File: config.mk
export PLATFORM = sky130hd
export DESIGN_NAME = hgti_seq
export DESIGN_NICKNAME = d
export VERILOG_FILES = /design/src/rtl/hgti_pkg.sv /design/src/rtl/hgti_seq.sv
export VERILOG_INCLUDE_DIRS = /design/src /design/src/rtl
export SDC_FILE = /design/constraint.sdc
export NUM_CORES = 1
export LEC_CHECK = 0
export BUFFER_PORTS_ARGS = -buffer_cell sky130_fd_sc_hd__buf_2
export CELL_PAD_IN_SITES_DETAIL_PLACEMENT = 2
export CELL_PAD_IN_SITES_GLOBAL_PLACEMENT = 2
export CORE_ASPECT_RATIO = 2
export CORE_MARGIN = 2
export CORE_UTILIZATION = 36
export CTS_CLUSTER_DIAMETER = 60
export DETAILED_ROUTE_END_ITERATION = 6
export GPL_ROUTABILITY_DRIVEN = 0
export PLACE_DENSITY_LB_ADDON = 0.2
export SLEW_MARGIN = 20
export SYNTH_ARGS = -nofsm -noshare
export SYNTH_HDL_FRONTEND = slang
export SYNTH_SLANG_ARGS = --single-unit
export TNS_END_PERCENT = 30
File: constraint.sdc
create_clock -name clk -period 4.1 [get_ports clk]
set_input_delay 0.615 -clock clk [delete_from_list [all_inputs] [get_ports clk]]
set_output_delay 0.615 -clock clk [all_outputs]
set_load 0.05 [all_outputs]
File: src/rtl/assert_macros.svh
// Assertion macros shared by the RTL of the hypergeometric tail inverse block
`ifndef ASSERT_MACROS_SVH
`define ASSERT_MACROS_SVH

// Check cons in the same cycle whenever ante holds
`define HGTI_ASSERT_NOW(lbl, ante, cons, msg) \
  lbl: assert property (@(posedge clk) disable iff (rst) (ante) |-> (cons)) \
    else $error(msg);

// Check cons in the cycle after ante holds
`define HGTI_ASSERT_NEXT(lbl, ante, cons, msg) \
  lbl: assert property (@(posedge clk) disable iff (rst) (ante) |=> (cons)) \
    else $error(msg);

`endif

File: src/rtl/hgti_pkg.sv
// Shared types, codes and the microprogram of the hypergeometric tail inverse block
package hgti_pkg;

  localparam int FIELD_W   = 6;
  localparam int FRAC_W    = 16;
  localparam int CFG_IDX_W = 2;
  localparam int PC_W      = 5;

  localparam logic [CFG_IDX_W-1:0] REG_POP    = 2'd0;
  localparam logic [CFG_IDX_W-1:0] REG_SAMPLE = 2'd1;

  typedef logic [PC_W-1:0] step_t;

  localparam step_t STEP_IDLE     = 5'd0;
  localparam step_t STEP_CHECK    = 5'd1;
  localparam step_t STEP_R_LO     = 5'd2;
  localparam step_t STEP_R_HI     = 5'd3;
  localparam step_t STEP_R_SUM    = 5'd4;
  localparam step_t STEP_SUM_INIT = 5'd5;
  localparam step_t STEP_TERM_RD  = 5'd6;
  localparam step_t STEP_TERM_LL  = 5'd7;
  localparam step_t STEP_TERM_LH  = 5'd8;
  localparam step_t STEP_TERM_HL  = 5'd9;
  localparam step_t STEP_TERM_ACC = 5'd10;
  localparam step_t STEP_CMP      = 5'd11;
  localparam step_t STEP_NEXT_M   = 5'd12;
  localparam step_t STEP_EMIT     = 5'd13;
  localparam step_t STEP_RET      = 5'd14;
  localparam step_t STEP_EMIT_BAD = 5'd15;
  localparam step_t STEP_RET_BAD  = 5'd16;

  typedef struct packed {
    logic [FIELD_W-1:0] success_count;
    logic [FRAC_W-1:0]  threshold_fraction;
  } hgti_in_t;

  typedef struct packed {
    logic [FIELD_W-1:0] smallest_m;
    logic               bad_query;
  } hgti_out_t;

  typedef enum logic [3:0] {
    OP_NOP,
    OP_LATCH,
    OP_RD_TOTAL,
    OP_MUL_R_LO,
    OP_MUL_R_HI,
    OP_ACC_R,
    OP_SUM_INIT,
    OP_RD_TERM,
    OP_MUL_LL,
    OP_MUL_LH,
    OP_MUL_HL,
    OP_ACC_NEXT_T,
    OP_INC_M,
    OP_EMIT,
    OP_EMIT_BAD
  } dp_op_t;

  typedef enum logic [3:0] {
    JMP_NONE,
    JMP_GOTO,
    JMP_NO_ACCEPT,
    JMP_BAD,
    JMP_LO_ABOVE_S,
    JMP_T_BELOW_S,
    JMP_FITS,
    JMP_M_BELOW_L,
    JMP_OUT_BUSY
  } jump_t;

  typedef struct packed {
    dp_op_t op;
    jump_t  jump;
    step_t  target;
  } uword_t;

  typedef struct packed {
    logic bad;
    logic lo_above_s;
    logic t_below_s;
    logic fits;
    logic m_below_l;
  } dp_flags_t;

  typedef struct packed {
    logic      accept;
    logic      out_busy;
    dp_flags_t dp;
  } seq_flags_t;

  // Microprogram: one control word per step, jump taken when its condition holds
  function automatic uword_t ucode_rom(input step_t pc);
    uword_t w;
    case (pc)
      STEP_IDLE:     w = '{OP_LATCH,      JMP_NO_ACCEPT,  STEP_IDLE};
      STEP_CHECK:    w = '{OP_RD_TOTAL,   JMP_BAD,        STEP_EMIT_BAD};
      STEP_R_LO:     w = '{OP_MUL_R_LO,   JMP_NONE,       STEP_IDLE};
      STEP_R_HI:     w = '{OP_MUL_R_HI,   JMP_NONE,       STEP_IDLE};
      STEP_R_SUM:    w = '{OP_ACC_R,      JMP_NONE,       STEP_IDLE};
      STEP_SUM_INIT: w = '{OP_SUM_INIT,   JMP_LO_ABOVE_S, STEP_CMP};
      STEP_TERM_RD:  w = '{OP_RD_TERM,    JMP_NONE,       STEP_IDLE};
      STEP_TERM_LL:  w = '{OP_MUL_LL,     JMP_NONE,       STEP_IDLE};
      STEP_TERM_LH:  w = '{OP_MUL_LH,     JMP_NONE,       STEP_IDLE};
      STEP_TERM_HL:  w = '{OP_MUL_HL,     JMP_NONE,       STEP_IDLE};
      STEP_TERM_ACC: w = '{OP_ACC_NEXT_T, JMP_T_BELOW_S,  STEP_TERM_RD};
      STEP_CMP:      w = '{OP_NOP,        JMP_FITS,       STEP_EMIT};
      STEP_NEXT_M:   w = '{OP_INC_M,      JMP_M_BELOW_L,  STEP_SUM_INIT};
      STEP_EMIT:     w = '{OP_EMIT,       JMP_OUT_BUSY,   STEP_EMIT};
      STEP_RET:      w = '{OP_NOP,        JMP_GOTO,       STEP_IDLE};
      STEP_EMIT_BAD: w = '{OP_EMIT_BAD,   JMP_OUT_BUSY,   STEP_EMIT_BAD};
      STEP_RET_BAD:  w = '{OP_NOP,        JMP_GOTO,       STEP_IDLE};
      default:       w = '{OP_NOP,        JMP_GOTO,       STEP_IDLE};
    endcase
    return w;
  endfunction

endpackage

File: src/rtl/hgti_seq.sv
// Microcode sequencer: step counter, control store and jump selection
`include "assert_macros.svh"

module hgti_seq import hgti_pkg::*; (
  input  logic       clk,
  input  logic       rst,
  input  seq_flags_t flags,
  output step_t      pc,
  output dp_op_t     op
);

  uword_t word;
  logic   take;
  step_t  pc_next;

  assign word = ucode_rom(pc);
  assign op   = word.op;

  always_comb begin
    case (word.jump)
      JMP_NONE:       take = 1'b0;
      JMP_GOTO:       take = 1'b1;
      JMP_NO_ACCEPT:  take = !flags.accept;
      JMP_BAD:        take = flags.dp.bad;
      JMP_LO_ABOVE_S: take = flags.dp.lo_above_s;
      JMP_T_BELOW_S:  take = flags.dp.t_below_s;
      JMP_FITS:       take = flags.dp.fits;
      JMP_M_BELOW_L:  take = flags.dp.m_below_l;
      JMP_OUT_BUSY:   take = flags.out_busy;
      default:        take = 1'b0;
    endcase
    pc_next = take ? word.target : pc + step_t'(1);
  end

  always_ff @(posedge clk) begin
    if (rst) begin
      pc <= STEP_IDLE;
    end else begin
      pc <= pc_next;
    end
  end

  `HGTI_ASSERT_NOW(a_pc_in_program, 1'b1, pc <= STEP_RET_BAD, "step counter left the program")

endmodule

==> results.md <==
- Register area: 340.3 µm²
- Area of the multi-input gates: 701.9 µm²
- Relative slew margins: 0.4237
- Final Hold Fails: 0
- Fmax: 346.3 MHz
- FF-to-FF setup slack: 1.21 ns
- Pwr/cell area: 825.5 nW/µm²
- Sequential power share: 0.275
- Postcts setup bufs: 0
- Min-delay src: word[0]$_SDFF_PP0_
- Sw Ratio: 0.4990
- PortBufs: 17
- Total power: 1027 µW
- CORE AREA: 2978 µm²
- CTS tree: done
- Maximum VDD drop: 404.1 µV
- Commonest non-fill, non-tap cells in the layout: buf_2, dfxtp_1, nor2_1
- WL/cell: 21.24 µm
- Synth unique cells: 40
- Fin cells: 165
- Die area: 3637 µm²
- Global-route wire length before repair: 5658 µm
- Maximum root-to-sink buffer count: 2
- Ys Warns: 0
- Crit. End Element: flip-flop
- Hold path cells: 2
- Io pins: 18
- Final setup fails: 0
- CTS Sinks: 17
- Top FF cell, synth: dfxtp_1
- FP Rows: 28
- Post-DRT Antenna Nets: 0
- Die H: 83.32 µm
- Cts bufs inserted: 3
- Clk_skew: 0.001728 ns
- Final min period: 2.887 ns
- GR Layer Usage met3: 0.02609
- DR DRC count: 0
- Vias: 984
- Syn_area_per_cell: 9.358 µm²
- Cts hold-fix bufs: 0
- Layout Utilization: 0.4176
- Root Buffer: clkbuf_8
- Post-synth EDFFs: 0
- Vias/cell: 5.964
- Syn Nets: 138
- Synth-to-layout area growth: 9.834%
- P_leak: 0.0005533 µW
- GRT Max-Usage Layer: met2
- Post-Syn Area: 1132 µm²
- Die width: 43.66 µm
- Max Fanout on Critical Path: 7
- CP required: 4.29 ns
- Starting Density: 0.3803
- CP Launch Type: flip-flop
- Layout cells sized above 1: 0.2296
- P_sw: 512.3 µW
- Resized Gates After CTS: 0
- Vias in the first global route: 1,089
- Met2 Use GR: 0.4091
- Antenna violations before repair: 0
- Worst skew pair latency: 0.27 ns
- Status: completed
- RR Startpoint: word[7]$_SDFF_PP0_
- Global Route Usage Sum: 0.2115
- Pin count of the biggest net entering global routing: 14
- Worst hold endpoint: pc[0]$_SDFF_PP0_
- HPWL after detailed placement: 2762 µm
- Final Max Slew Viols: 0
- Iter 0 DRT Violations: 32
- Placed cell count: 161
- Worst-Margin Slew: 0.8604 ns
- Unrepaired setup endpoints after global routing: false
- Worst R2R End: word[6]$_SDFF_PP0_
- Worst path arrival time: 3.07 ns
- Logic gate share of total power: 0.595
- Internal power: 514.3 µW
- Clock share of power: 0.129
- Max Cap Viol: 0
- H-Tree Level Count: 1
- HP Class: flip-flop to flip-flop
- Clk slew on worst S/H paths: 0.07 ns
- Ant. Diodes: 0
- Synth async-reset ratio: 0
- Worst Setup Path Type: flip-flop to flip-flop
- Reg2Reg Depth: 9
- Nets@finish: 153
- Grt total ovfl: 0
- Filler cells: 349
- Final wirelength: 3505 µm
- Tcrit/Tclk final: 0.7042
- Number of synthesized register bits: 17
- Cells after synthesis: 121
- Setup TNS: 0 ns
- Met1 usage: 0.2035
- TritonRoute pass-1 iters: 4
- Seq/Total Area, Yosys: 0.3006
## layer usage
layer	share of wire	wire (µm)	vias up
met5	0	0	-
met4	0.020	69	0
met3	0.018	64	5
met2	0.61	2139	12
met1	0.35	1232	503
li1	-	-	464
## critical path, stage by stage (launching register included)
cell	delay, ns
dfxtp_1	0.43
mux2i_1	0.14
a2111oi_4	0.44
a31o_1	0.38
mux2i_1	0.16
nor2_1	0.34
ha_1	0.30
inv_1	0.10
a221o_1	0.33
o32ai_2	0.18
## power groups by stage
stage | clock [µW] | combinational (µW) | sequential, µW
after detailed placement | 0 | 610 | 285
after global placement | 0 | 587 | 282
after CTS | 133 | 617 | 282
after global routing | 138 | 664 | 291
after floorplan | 0 | 447 | 322
final | 133 | 611 | 283
## state kept, by name, summed over array words and instances, names as in the netlist
register and count:
pc 5, word 12
## how the worst max path moves through the flow
stage / startpoint / endpoint / slack (ns) / cells after the start
floorplan: flags[0] / word[6]$_SDFF_PP0_ / 1.45 / 11
global placement: flags[0] / word[6]$_SDFF_PP0_ / 1.04 / 11
detailed placement: flags[4] / word[6]$_SDFF_PP0_ / 0.99 / 10
CTS: word[7]$_SDFF_PP0_ / word[6]$_SDFF_PP0_ / 1.21 / 9
global route: word[7]$_SDFF_PP0_ / word[6]$_SDFF_PP0_ / 1.03 / 9
finish: word[7]$_SDFF_PP0_ / word[6]$_SDFF_PP0_ / 1.21 / 9
## Yosys cell counts, types with 2 or more instances
master    count  share of area
a211oi_1      2          0.013
a21oi_1       3          0.013
a31oi_1       2          0.011
buf_4         4          0.027
buf_6         2          0.020
dfxtp_1      17           0.30
ha_1          8          0.088
inv_1         9          0.030
mux2_2        2          0.020
mux2_4        2          0.027
mux2i_1       9          0.080
nand2_1       8          0.027
nand2b_1      2          0.011
nand3_1       3          0.013
nor2_1       12          0.040
nor2b_1       3          0.017
o21ai_0       6          0.027
o32ai_1       2          0.015
o32ai_2       2          0.029
xor2_1        3          0.023
## stage by stage
| stage | area [µm²] | hold WS (ns) | worst slack, ns |
|---|---|---|---|
| floorplan | 1132 | 0.5070 | 1.452 |
| global placement | 1199 | 0.6192 | 1.038 |
| detailed placement | 1199 | 0.6592 | 0.9863 |
| CTS | 1244 | 0.6771 | 1.207 |
| global route | 1244 | 0.7300 | 1.029 |
| finish | 1244 | 0.6879 | 1.213 |
## cell families after synthesis
group / share of synthesized area
muxes: 0.1260
AOI/OAI and AO/OA: 0.2066
adders and majority gates: 0.08840
DFF: 0.3006
and+or+nand+nor: 0.1680
buffers and inverters: 0.07955
xor gates and xnor gates: 0.03094
## area by class of cell
cell class	instances	area share
clock buffer	4	0.03622
inverter	9	0.02716
multi-input combinational	88	0.5644
sequential	17	0.2736
tap	30	0.03018
timing repair buffer	17	0.06841
No activity file was read; power rests on OpenSTA's default activity.
