<file path="config.mk">
export PLATFORM = sky130hd
export DESIGN_NAME = hgti_dp
export DESIGN_NICKNAME = d
export VERILOG_FILES = /design/src/rtl/assert_macros.svh /design/src/rtl/hgti_pkg.sv /design/src/rtl/hgti_dp.sv
export SDC_FILE = /design/constraint.sdc
export NUM_CORES = 2
export LEC_CHECK = 0
export ABC_AREA = 1
export BUFFER_PORTS_ARGS = -buffer_cell sky130_fd_sc_hd__buf_2
export CORE_ASPECT_RATIO = 1.4
export CORE_UTILIZATION = 55
export DETAILED_ROUTE_END_ITERATION = 8
export PLACE_DENSITY = 0.72
export SYNTH_ARGS = -nofsm -noshare
export SYNTH_HDL_FRONTEND = slang
export SYNTH_SLANG_ARGS = --single-unit
</file>
<file path="constraint.sdc">
create_clock -name clk -period 10 [get_ports clk]
set_input_delay 2 -clock clk [delete_from_list [all_inputs] [get_ports clk]]
set_output_delay 2 -clock clk [all_outputs]
set_load 0.01 [all_outputs]
</file>
<file path="src/rtl/assert_macros.svh">
// Assertion macros shared by the RTL of the hypergeometric tail inverse block
`ifndef ASSERT_MACROS_SVH
`define ASSERT_MACROS_SVH

// Check cons in the same cycle whenever ante holds
`define HGTI_ASSERT_NOW(lbl, ante, cons, msg) \
  lbl: assert property (@(posedge clk) disable iff (rst) (ante) |-> (cons)) \
    else $error(msg);

// Check cons in the cycle after ante holds
`define HGTI_ASSERT_NEXT(lbl, ante, cons, msg) \
  lbl: assert property (@(posedge clk) disable iff (rst) (ante) |=> (cons)) \
    else $error(msg);

`endif

</file>
<file path="src/rtl/hgti_pkg.sv">
// Shared types, codes and the microprogram of the hypergeometric tail inverse block
package hgti_pkg;

  localparam int FIELD_W   = 6;
  localparam int FRAC_W    = 16;
  localparam int CFG_IDX_W = 2;
  localparam int PC_W      = 5;

  localparam logic [CFG_IDX_W-1:0] REG_POP    = 2'd0;
  localparam logic [CFG_IDX_W-1:0] REG_SAMPLE = 2'd1;

  typedef logic [PC_W-1:0] step_t;

  localparam step_t STEP_IDLE     = 5'd0;
  localparam step_t STEP_CHECK    = 5'd1;
  localparam step_t STEP_R_LO     = 5'd2;
  localparam step_t STEP_R_HI     = 5'd3;
  localparam step_t STEP_R_SUM    = 5'd4;
  localparam step_t STEP_SUM_INIT = 5'd5;
  localparam step_t STEP_TERM_RD  = 5'd6;
  localparam step_t STEP_TERM_LL  = 5'd7;
  localparam step_t STEP_TERM_LH  = 5'd8;
  localparam step_t STEP_TERM_HL  = 5'd9;
  localparam step_t STEP_TERM_ACC = 5'd10;
  localparam step_t STEP_CMP      = 5'd11;
  localparam step_t STEP_NEXT_M   = 5'd12;
  localparam step_t STEP_EMIT     = 5'd13;
  localparam step_t STEP_RET      = 5'd14;
  localparam step_t STEP_EMIT_BAD = 5'd15;
  localparam step_t STEP_RET_BAD  = 5'd16;

  typedef struct packed {
    logic [FIELD_W-1:0] success_count;
    logic [FRAC_W-1:0]  threshold_fraction;
  } hgti_in_t;

  typedef struct packed {
    logic [FIELD_W-1:0] smallest_m;
    logic               bad_query;
  } hgti_out_t;

  typedef enum logic [3:0] {
    OP_NOP,
    OP_LATCH,
    OP_RD_TOTAL,
    OP_MUL_R_LO,
    OP_MUL_R_HI,
    OP_ACC_R,
    OP_SUM_INIT,
    OP_RD_TERM,
    OP_MUL_LL,
    OP_MUL_LH,
    OP_MUL_HL,
    OP_ACC_NEXT_T,
    OP_INC_M,
    OP_EMIT,
    OP_EMIT_BAD
  } dp_op_t;

  typedef enum logic [3:0] {
    JMP_NONE,
    JMP_GOTO,
    JMP_NO_ACCEPT,
    JMP_BAD,
    JMP_LO_ABOVE_S,
    JMP_T_BELOW_S,
    JMP_FITS,
    JMP_M_BELOW_L,
    JMP_OUT_BUSY
  } jump_t;

  typedef struct packed {
    dp_op_t op;
    jump_t  jump;
    step_t  target;
  } uword_t;

  typedef struct packed {
    logic bad;
    logic lo_above_s;
    logic t_below_s;
    logic fits;
    logic m_below_l;
  } dp_flags_t;

  typedef struct packed {
    logic      accept;
    logic      out_busy;
    dp_flags_t dp;
  } seq_flags_t;

  // Microprogram: one control word per step, jump taken when its condition holds
  function automatic uword_t ucode_rom(input step_t pc);
    uword_t w;
    case (pc)
      STEP_IDLE:     w = '{OP_LATCH,      JMP_NO_ACCEPT,  STEP_IDLE};
      STEP_CHECK:    w = '{OP_RD_TOTAL,   JMP_BAD,        STEP_EMIT_BAD};
      STEP_R_LO:     w = '{OP_MUL_R_LO,   JMP_NONE,       STEP_IDLE};
      STEP_R_HI:     w = '{OP_MUL_R_HI,   JMP_NONE,       STEP_IDLE};
      STEP_R_SUM:    w = '{OP_ACC_R,      JMP_NONE,       STEP_IDLE};
      STEP_SUM_INIT: w = '{OP_SUM_INIT,   JMP_LO_ABOVE_S, STEP_CMP};
      STEP_TERM_RD:  w = '{OP_RD_TERM,    JMP_NONE,       STEP_IDLE};
      STEP_TERM_LL:  w = '{OP_MUL_LL,     JMP_NONE,       STEP_IDLE};
      STEP_TERM_LH:  w = '{OP_MUL_LH,     JMP_NONE,       STEP_IDLE};
      STEP_TERM_HL:  w = '{OP_MUL_HL,     JMP_NONE,       STEP_IDLE};
      STEP_TERM_ACC: w = '{OP_ACC_NEXT_T, JMP_T_BELOW_S,  STEP_TERM_RD};
      STEP_CMP:      w = '{OP_NOP,        JMP_FITS,       STEP_EMIT};
      STEP_NEXT_M:   w = '{OP_INC_M,      JMP_M_BELOW_L,  STEP_SUM_INIT};
      STEP_EMIT:     w = '{OP_EMIT,       JMP_OUT_BUSY,   STEP_EMIT};
      STEP_RET:      w = '{OP_NOP,        JMP_GOTO,       STEP_IDLE};
      STEP_EMIT_BAD: w = '{OP_EMIT_BAD,   JMP_OUT_BUSY,   STEP_EMIT_BAD};
      STEP_RET_BAD:  w = '{OP_NOP,        JMP_GOTO,       STEP_IDLE};
      default:       w = '{OP_NOP,        JMP_GOTO,       STEP_IDLE};
    endcase
    return w;
  endfunction

endpackage

</file>
<file path="src/rtl/hgti_dp.sv">
// Datapath: query registers, shared 32x32 multiplier, accumulator and bound compare
module hgti_dp import hgti_pkg::*; #(
  parameter int MAX_TOTAL = 50,
  localparam int IW = $clog2(MAX_TOTAL + 1),
  localparam int BW = MAX_TOTAL
) (
  input  logic               clk,
  input  dp_op_t             op,
  input  logic               accept,
  input  hgti_in_t           query,
  input  logic [FIELD_W-1:0] pop,
  input  logic [FIELD_W-1:0] samp,
  input  logic [BW-1:0]      a_data,
  input  logic [BW-1:0]      b_data,
  output logic               rd_en,
  output logic [IW-1:0]      a_n,
  output logic [IW-1:0]      a_r,
  output logic [IW-1:0]      b_n,
  output logic [IW-1:0]      b_r,
  output dp_flags_t          flags,
  output logic [FIELD_W-1:0] m
);

  localparam int RW = BW + FRAC_W;

  logic [FIELD_W-1:0] s;
  logic [FRAC_W-1:0]  delta;
  logic               bad;
  logic [FIELD_W-1:0] t;
  logic [BW-1:0]      acc;
  logic [63:0]        prod;
  logic [RW-1:0]      rr;

  logic [FIELD_W-1:0] k;
  logic [FIELD_W-1:0] lo_t;
  logic [FIELD_W-1:0] a_n_full;
  logic [FIELD_W-1:0] a_r_full;
  logic [FIELD_W-1:0] b_n_full;
  logic [FIELD_W-1:0] b_r_full;
  logic [63:0]        a_ext;
  logic [63:0]        b_ext;
  logic [31:0]        mul_x;
  logic [31:0]        mul_y;
  logic [63:0]        mp;
  logic [95:0]        prod_sh;
  logic               bad_now;

  assign k     = pop - samp;
  assign lo_t  = (m > k) ? m - k : '0;
  assign a_ext = 64'(a_data);
  assign b_ext = 64'(b_data);
  assign mp    = mul_x * mul_y;
  assign prod_sh = {prod, 32'b0};

  assign bad_now = (pop > FIELD_W'(MAX_TOTAL)) || (samp > pop) ||
                   (query.success_count > samp);

  // Table addresses: the total count C(L,l) or the two factors of one term
  assign rd_en    = (op == OP_RD_TOTAL) || (op == OP_RD_TERM);
  assign a_n_full = (op == OP_RD_TOTAL) ? pop : m;
  assign a_r_full = (op == OP_RD_TOTAL) ? samp : t;
  assign b_n_full = pop - m;
  assign b_r_full = samp - t;
  assign a_n      = a_n_full[IW-1:0];
  assign a_r      = a_r_full[IW-1:0];
  assign b_n      = b_n_full[IW-1:0];
  assign b_r      = b_r_full[IW-1:0];

  assign flags.bad        = bad;
  assign flags.lo_above_s = lo_t > s;
  assign flags.t_below_s  = t < s;
  assign flags.fits       = {acc, 16'b0} <= rr;
  assign flags.m_below_l  = m < pop;

  always_comb begin
    case (op)
      OP_MUL_R_LO: begin
        mul_x = a_ext[31:0];
        mul_y = 32'(delta);
      end
      OP_MUL_R_HI: begin
        mul_x = a_ext[63:32];
        mul_y = 32'(delta);
      end
      OP_MUL_LL: begin
        mul_x = a_ext[31:0];
        mul_y = b_ext[31:0];
      end
      OP_MUL_LH: begin
        mul_x = a_ext[31:0];
        mul_y = b_ext[63:32];
      end
      OP_MUL_HL: begin
        mul_x = a_ext[63:32];
        mul_y = b_ext[31:0];
      end
      default: begin
        mul_x = '0;
        mul_y = '0;
      end
    endcase
  end

  always_ff @(posedge clk) begin
    case (op)
      OP_LATCH: begin
        if (accept) begin
          s     <= query.success_count;
          delta <= query.threshold_fraction;
          bad   <= bad_now;
        end
      end
      OP_MUL_R_LO: prod <= mp;
      OP_MUL_R_HI: begin
        rr   <= RW'(prod);
        prod <= mp;
      end
      OP_ACC_R: begin
        rr <= rr + prod_sh[RW-1:0];
        m  <= s;
      end
      OP_SUM_INIT: begin
        acc <= '0;
        t   <= lo_t;
      end
      OP_MUL_LL: prod <= mp;
      OP_MUL_LH: begin
        acc  <= acc + prod[BW-1:0];
        prod <= mp;
      end
      OP_MUL_HL: begin
        acc  <= acc + prod_sh[BW-1:0];
        prod <= mp;
      end
      OP_ACC_NEXT_T: begin
        acc <= acc + prod_sh[BW-1:0];
        t   <= t + FIELD_W'(1);
      end
      OP_INC_M: m <= m + FIELD_W'(1);
      default: ;
    endcase
  end

endmodule

</file>
==> metrics.log <==
[metrics] outcome: complete, no violations
[metrics] adder and majority cell fraction of the synthesized area: 0.4554
[metrics] dpl hpwl: about 160,000 um
[metrics] final weighted congestion in routability-driven placement: between 1 and 1.5
[metrics] Least-Margin Pin Slew: ~1100 ps
[metrics] Hold Buf Count CTS: 0
[metrics] final critical-path required period: just under 10,000 ps
[metrics] CTS HTree Levels: 1
[metrics] number of cells upsized or downsized after cts: 0
[metrics] leading register cell type out of synthesis: sky130_fd_sc_hd__edfxtp_1
[metrics] number of clock buffers inserted by TritonCTS: 26
[metrics] maximum cell stage delay along the critical path: approximately 560 ps
[metrics] required time at the worst-slack endpoint: approximately 10,000 ps
[metrics] hold crit path type: flop to flop
[metrics] library cell occupying the most area in the post-synthesis netlist: sky130_fd_sc_hd__fa_1
[metrics] via density per instance: ~5.6
[metrics] post-synthesis mux area share: 0
[metrics] count of distinct cell types in the synthesized netlist: 45
[metrics] area fraction of the dominant cell type after synthesis: 0.3465
[metrics] # IOs: between 150 and 200
[metrics] final WL: between 150,000 and 200,000 um
[metrics] number of instances in the synthesized netlist: 6,798
[metrics] start-to-end type of the worst setup path: input pin to flop
[metrics] maximum capacitance violations: 0
[metrics] simple-gate share of the synthesized area: 0.2113
[metrics] Max-Slew Margin vs Limit: 0.2379
[metrics] fin util: 0.5985
[metrics] number of buffers on the longest clock path: 3
[metrics] Crit path top cell by count: sky130_fd_sc_hd__fa_1
[metrics] DRC Markers: 0
[metrics] total power density per cell area: roughly 74 nW/um2
[metrics] detailed-router iteration count before antenna repair: 8
[metrics] Post-Route Setup TNS: 0 ps
[metrics] cell area after synthesis: roughly 52,000 um2
[metrics] initial DRC count: about 3,300
[metrics] final count of hold timing violations: 0
[metrics] CTS tree: yes
[metrics] proportion of layout cells with a drive suffix above 1: 0.07336
[metrics] root cell of the clock tree: sky130_fd_sc_hd__clkbuf_16
[metrics] Hold WS: about 550 ps
[metrics] area growth from synthesis to final layout: 7.871%
[metrics] number of vias in the routed layout: around 46,000
[metrics] compound-cell area share of the yosys netlist: 0.05845
[metrics] via count of the first global-routing pass: about 49,000
[metrics] fraction of synthesis flops using an asynchronous set or reset pin: 0
[metrics] number of endpoints failing setup at the final stage: 0
[metrics] library cell with the highest instance count after synthesis: sky130_fd_sc_hd__nand2_1
[metrics] maximum vdd ir drop: between 0.0001 and 0.00015 V
[metrics] setup bufs post-CTS: 0
[metrics] overall die height: 366.4 um
[metrics] core area: around 94,000 um2
[metrics] kind of start point of the critical path: input pin
[metrics] Worst EP arrival: around 10,000 ps
[metrics] leakage power of the design: 30.34 nW
[metrics] Port Buf Inserts: 175
[metrics] latest clock arrival within the worst-skew pair: between 500 and 600 ps
[metrics] wire length of the first global-routing pass: about 290,000 um
[metrics] Total Nets Final: 8,525
[metrics] Worst Setup End Kind: flop
[metrics] highest fanout seen on the critical path: 21
[metrics] share of the yosys chip area belonging to registers: 0.1238
[metrics] number of enable-type register cells in the synthesized netlist: 215
[metrics] sink count of the clock tree: ~220
[metrics] Final Slew Violations: 0
[metrics] total global routing track utilization: 0.4046
[metrics] Max Freq: 103.4 MHz
[metrics] number of nets produced by synthesis: between 8,000 and 9,000
[metrics] ranking of synthesized cells by area: sky130_fd_sc_hd__fa_1, sky130_fd_sc_hd__nand2_1, sky130_fd_sc_hd__edfxtp_1, sky130_fd_sc_hd__inv_1, sky130_fd_sc_hd__ha_1
[metrics] Synth warnings: 0
[metrics] xor and xnor area share after synthesis: 0.01377
[metrics] antenna violations before repair: 7
[metrics] DIE AREA: between 90,000 and 100,000 um2
[metrics] Wirelength per Cell: around 23 um
[metrics] Syn Area/Cell: approximately 7.7 um2
[metrics] Slowest cell on crit path: sky130_fd_sc_hd__fa_1
[metrics] total of flip-flops plus latches after synthesis: approximately 220
[metrics] final clock skew: around 25 ps
[metrics] Final period util: 0.9673
[metrics] most frequent cells after synthesis: sky130_fd_sc_hd__nand2_1, sky130_fd_sc_hd__inv_1, sky130_fd_sc_hd__fa_1
[metrics] final-layout fill cell count: just under 9,000
[metrics] grt ovf: 0
[metrics] dominant combinational cell family by area after synthesis: adder cells
[metrics] Initial Utilization: 0.5549
[metrics] largest net degree at the start of global routing: 65
[metrics] DIE WIDTH: 262.3 um
[metrics] Reg clk slew, reported paths: around 60 ps
[metrics] number of nets with antenna violations after routing: 0
[metrics] unrepaired setup endpoints after global routing: false
[metrics] number of placement rows: 133
==> metal layers <==
metal | up-vias | share of wire | track usage
met5 | - | 0.00024 | 0
met4 | 6 | 0.13 | 0.4153
met3 | 870 | 0.061 | 0.06109
met2 | 2002 | 0.50 | 0.7113
met1 | 22400 | 0.32 | 0.3971
li1 | 20740 | - | -
==> state kept, by name, summed over array words and instances (netlist names) <==
register and flops:
acc 50, m 6, s 6, delta 16, t 6, rr 66
prod 64, bad 1
==> per-stage QoR <==
stage,setup slack (ps),std cells,power (W),area [um2]
after floorplan,832.4,6798,0.002400,52170
after global placement,-194.2,8215,0.003107,55420
after detailed placement,-190.1,8215,0.003139,55420
after CTS,387.2,8262,0.004125,56260
after global routing,11.30,8262,0.004379,56270
final,327.4,8265,0.004151,56280
==> worst max-delay path: cells and delay by family <==
family	cells	cell delay, ps
fa+ha+maj	9	4390
compound gates	5	1540
buf+inv	10	1270
simple gates	8	770
==> final timing paths <==
path | slack [ps] | endpoint | cells past startpoint | from
hold / removal | 550 | rr[57] | 2 | prod[57]
setup reg to reg | 2270 | prod[57] | 24 | delta[11]
setup / recovery | 330 | prod[57] | 32 | op[0]
hold reg to reg | 550 | rr[57] | 2 | prod[57]
==> report_power, final <==
group          switching [W]  internal [W]  leakage (nW)
clock network       0.000452      0.000535         0.398
registers           0.000125       0.00108          2.01
logic                0.00128      0.000674          27.9
==> cell usage in the layout (no fill, tap or decap), types with 4 or more instances in the layout <==
| cell | count |
|---|---|
| sky130_fd_sc_hd__nand2_1 | 1752 |
| sky130_fd_sc_hd__inv_1 | 1610 |
| sky130_fd_sc_hd__fa_1 | 903 |
| sky130_fd_sc_hd__nor2_1 | 684 |
| sky130_fd_sc_hd__ha_1 | 454 |
| sky130_fd_sc_hd__a21oi_1 | 260 |
| sky130_fd_sc_hd__edfxtp_1 | 215 |
| sky130_fd_sc_hd__nand3_1 | 188 |
| sky130_fd_sc_hd__buf_4 | 186 |
| sky130_fd_sc_hd__o21ai_0 | 179 |
| sky130_fd_sc_hd__buf_2 | 175 |
| sky130_fd_sc_hd__xor2_1 | 57 |
| sky130_fd_sc_hd__nor3_1 | 44 |
| sky130_fd_sc_hd__nand4_1 | 37 |
| sky130_fd_sc_hd__inv_2 | 34 |
| sky130_fd_sc_hd__clkbuf_16 | 26 |
| sky130_fd_sc_hd__xnor2_1 | 25 |
| sky130_fd_sc_hd__o21bai_1 | 22 |
| sky130_fd_sc_hd__nand3b_1 | 20 |
| sky130_fd_sc_hd__buf_12 | 19 |
| sky130_fd_sc_hd__a22o_1 | 15 |
| sky130_fd_sc_hd__nand2_2 | 15 |
| sky130_fd_sc_hd__a21o_1 | 14 |
| sky130_fd_sc_hd__clkinv_1 | 12 |
| sky130_fd_sc_hd__or2_2 | 11 |
| sky130_fd_sc_hd__a21oi_2 | 9 |
| sky130_fd_sc_hd__nor4_1 | 8 |
| sky130_fd_sc_hd__nor2_4 | 7 |
| sky130_fd_sc_hd__o21ai_4 | 6 |
| sky130_fd_sc_hd__o21a_1 | 6 |
| sky130_fd_sc_hd__a21boi_0 | 6 |
| sky130_fd_sc_hd__and2_1 | 5 |
| sky130_fd_sc_hd__a31oi_1 | 5 |
| sky130_fd_sc_hd__clkinvlp_4 | 5 |
| sky130_fd_sc_hd__a21oi_4 | 4 |
| sky130_fd_sc_hd__o211ai_1 | 4 |
==> logic make-up after synthesis <==
kind of cell,Yosys count
xor gates and xnor gates,82
AOI/OAI and AO/OA,537
adders and majority gates,1357
DFF,215
buffers and inverters,1832
and+or+nand+nor,2775
==> layout make-up <==
cell class	count	area, um2	share of cell area
diodes	3	7.507	0.0001334
clock buffers	27	654.4	0.01163
clock inverters	20	191.4	0.003402
inverters	1654	6215	0.1104
multi-input cells	4751	38580	0.6855
flip-flops and latches	215	6456	0.1147
well taps	1215	1520	0.02701
repair buffers	380	2653	0.04714
No activity file was read; power rests on OpenSTA's default activity.
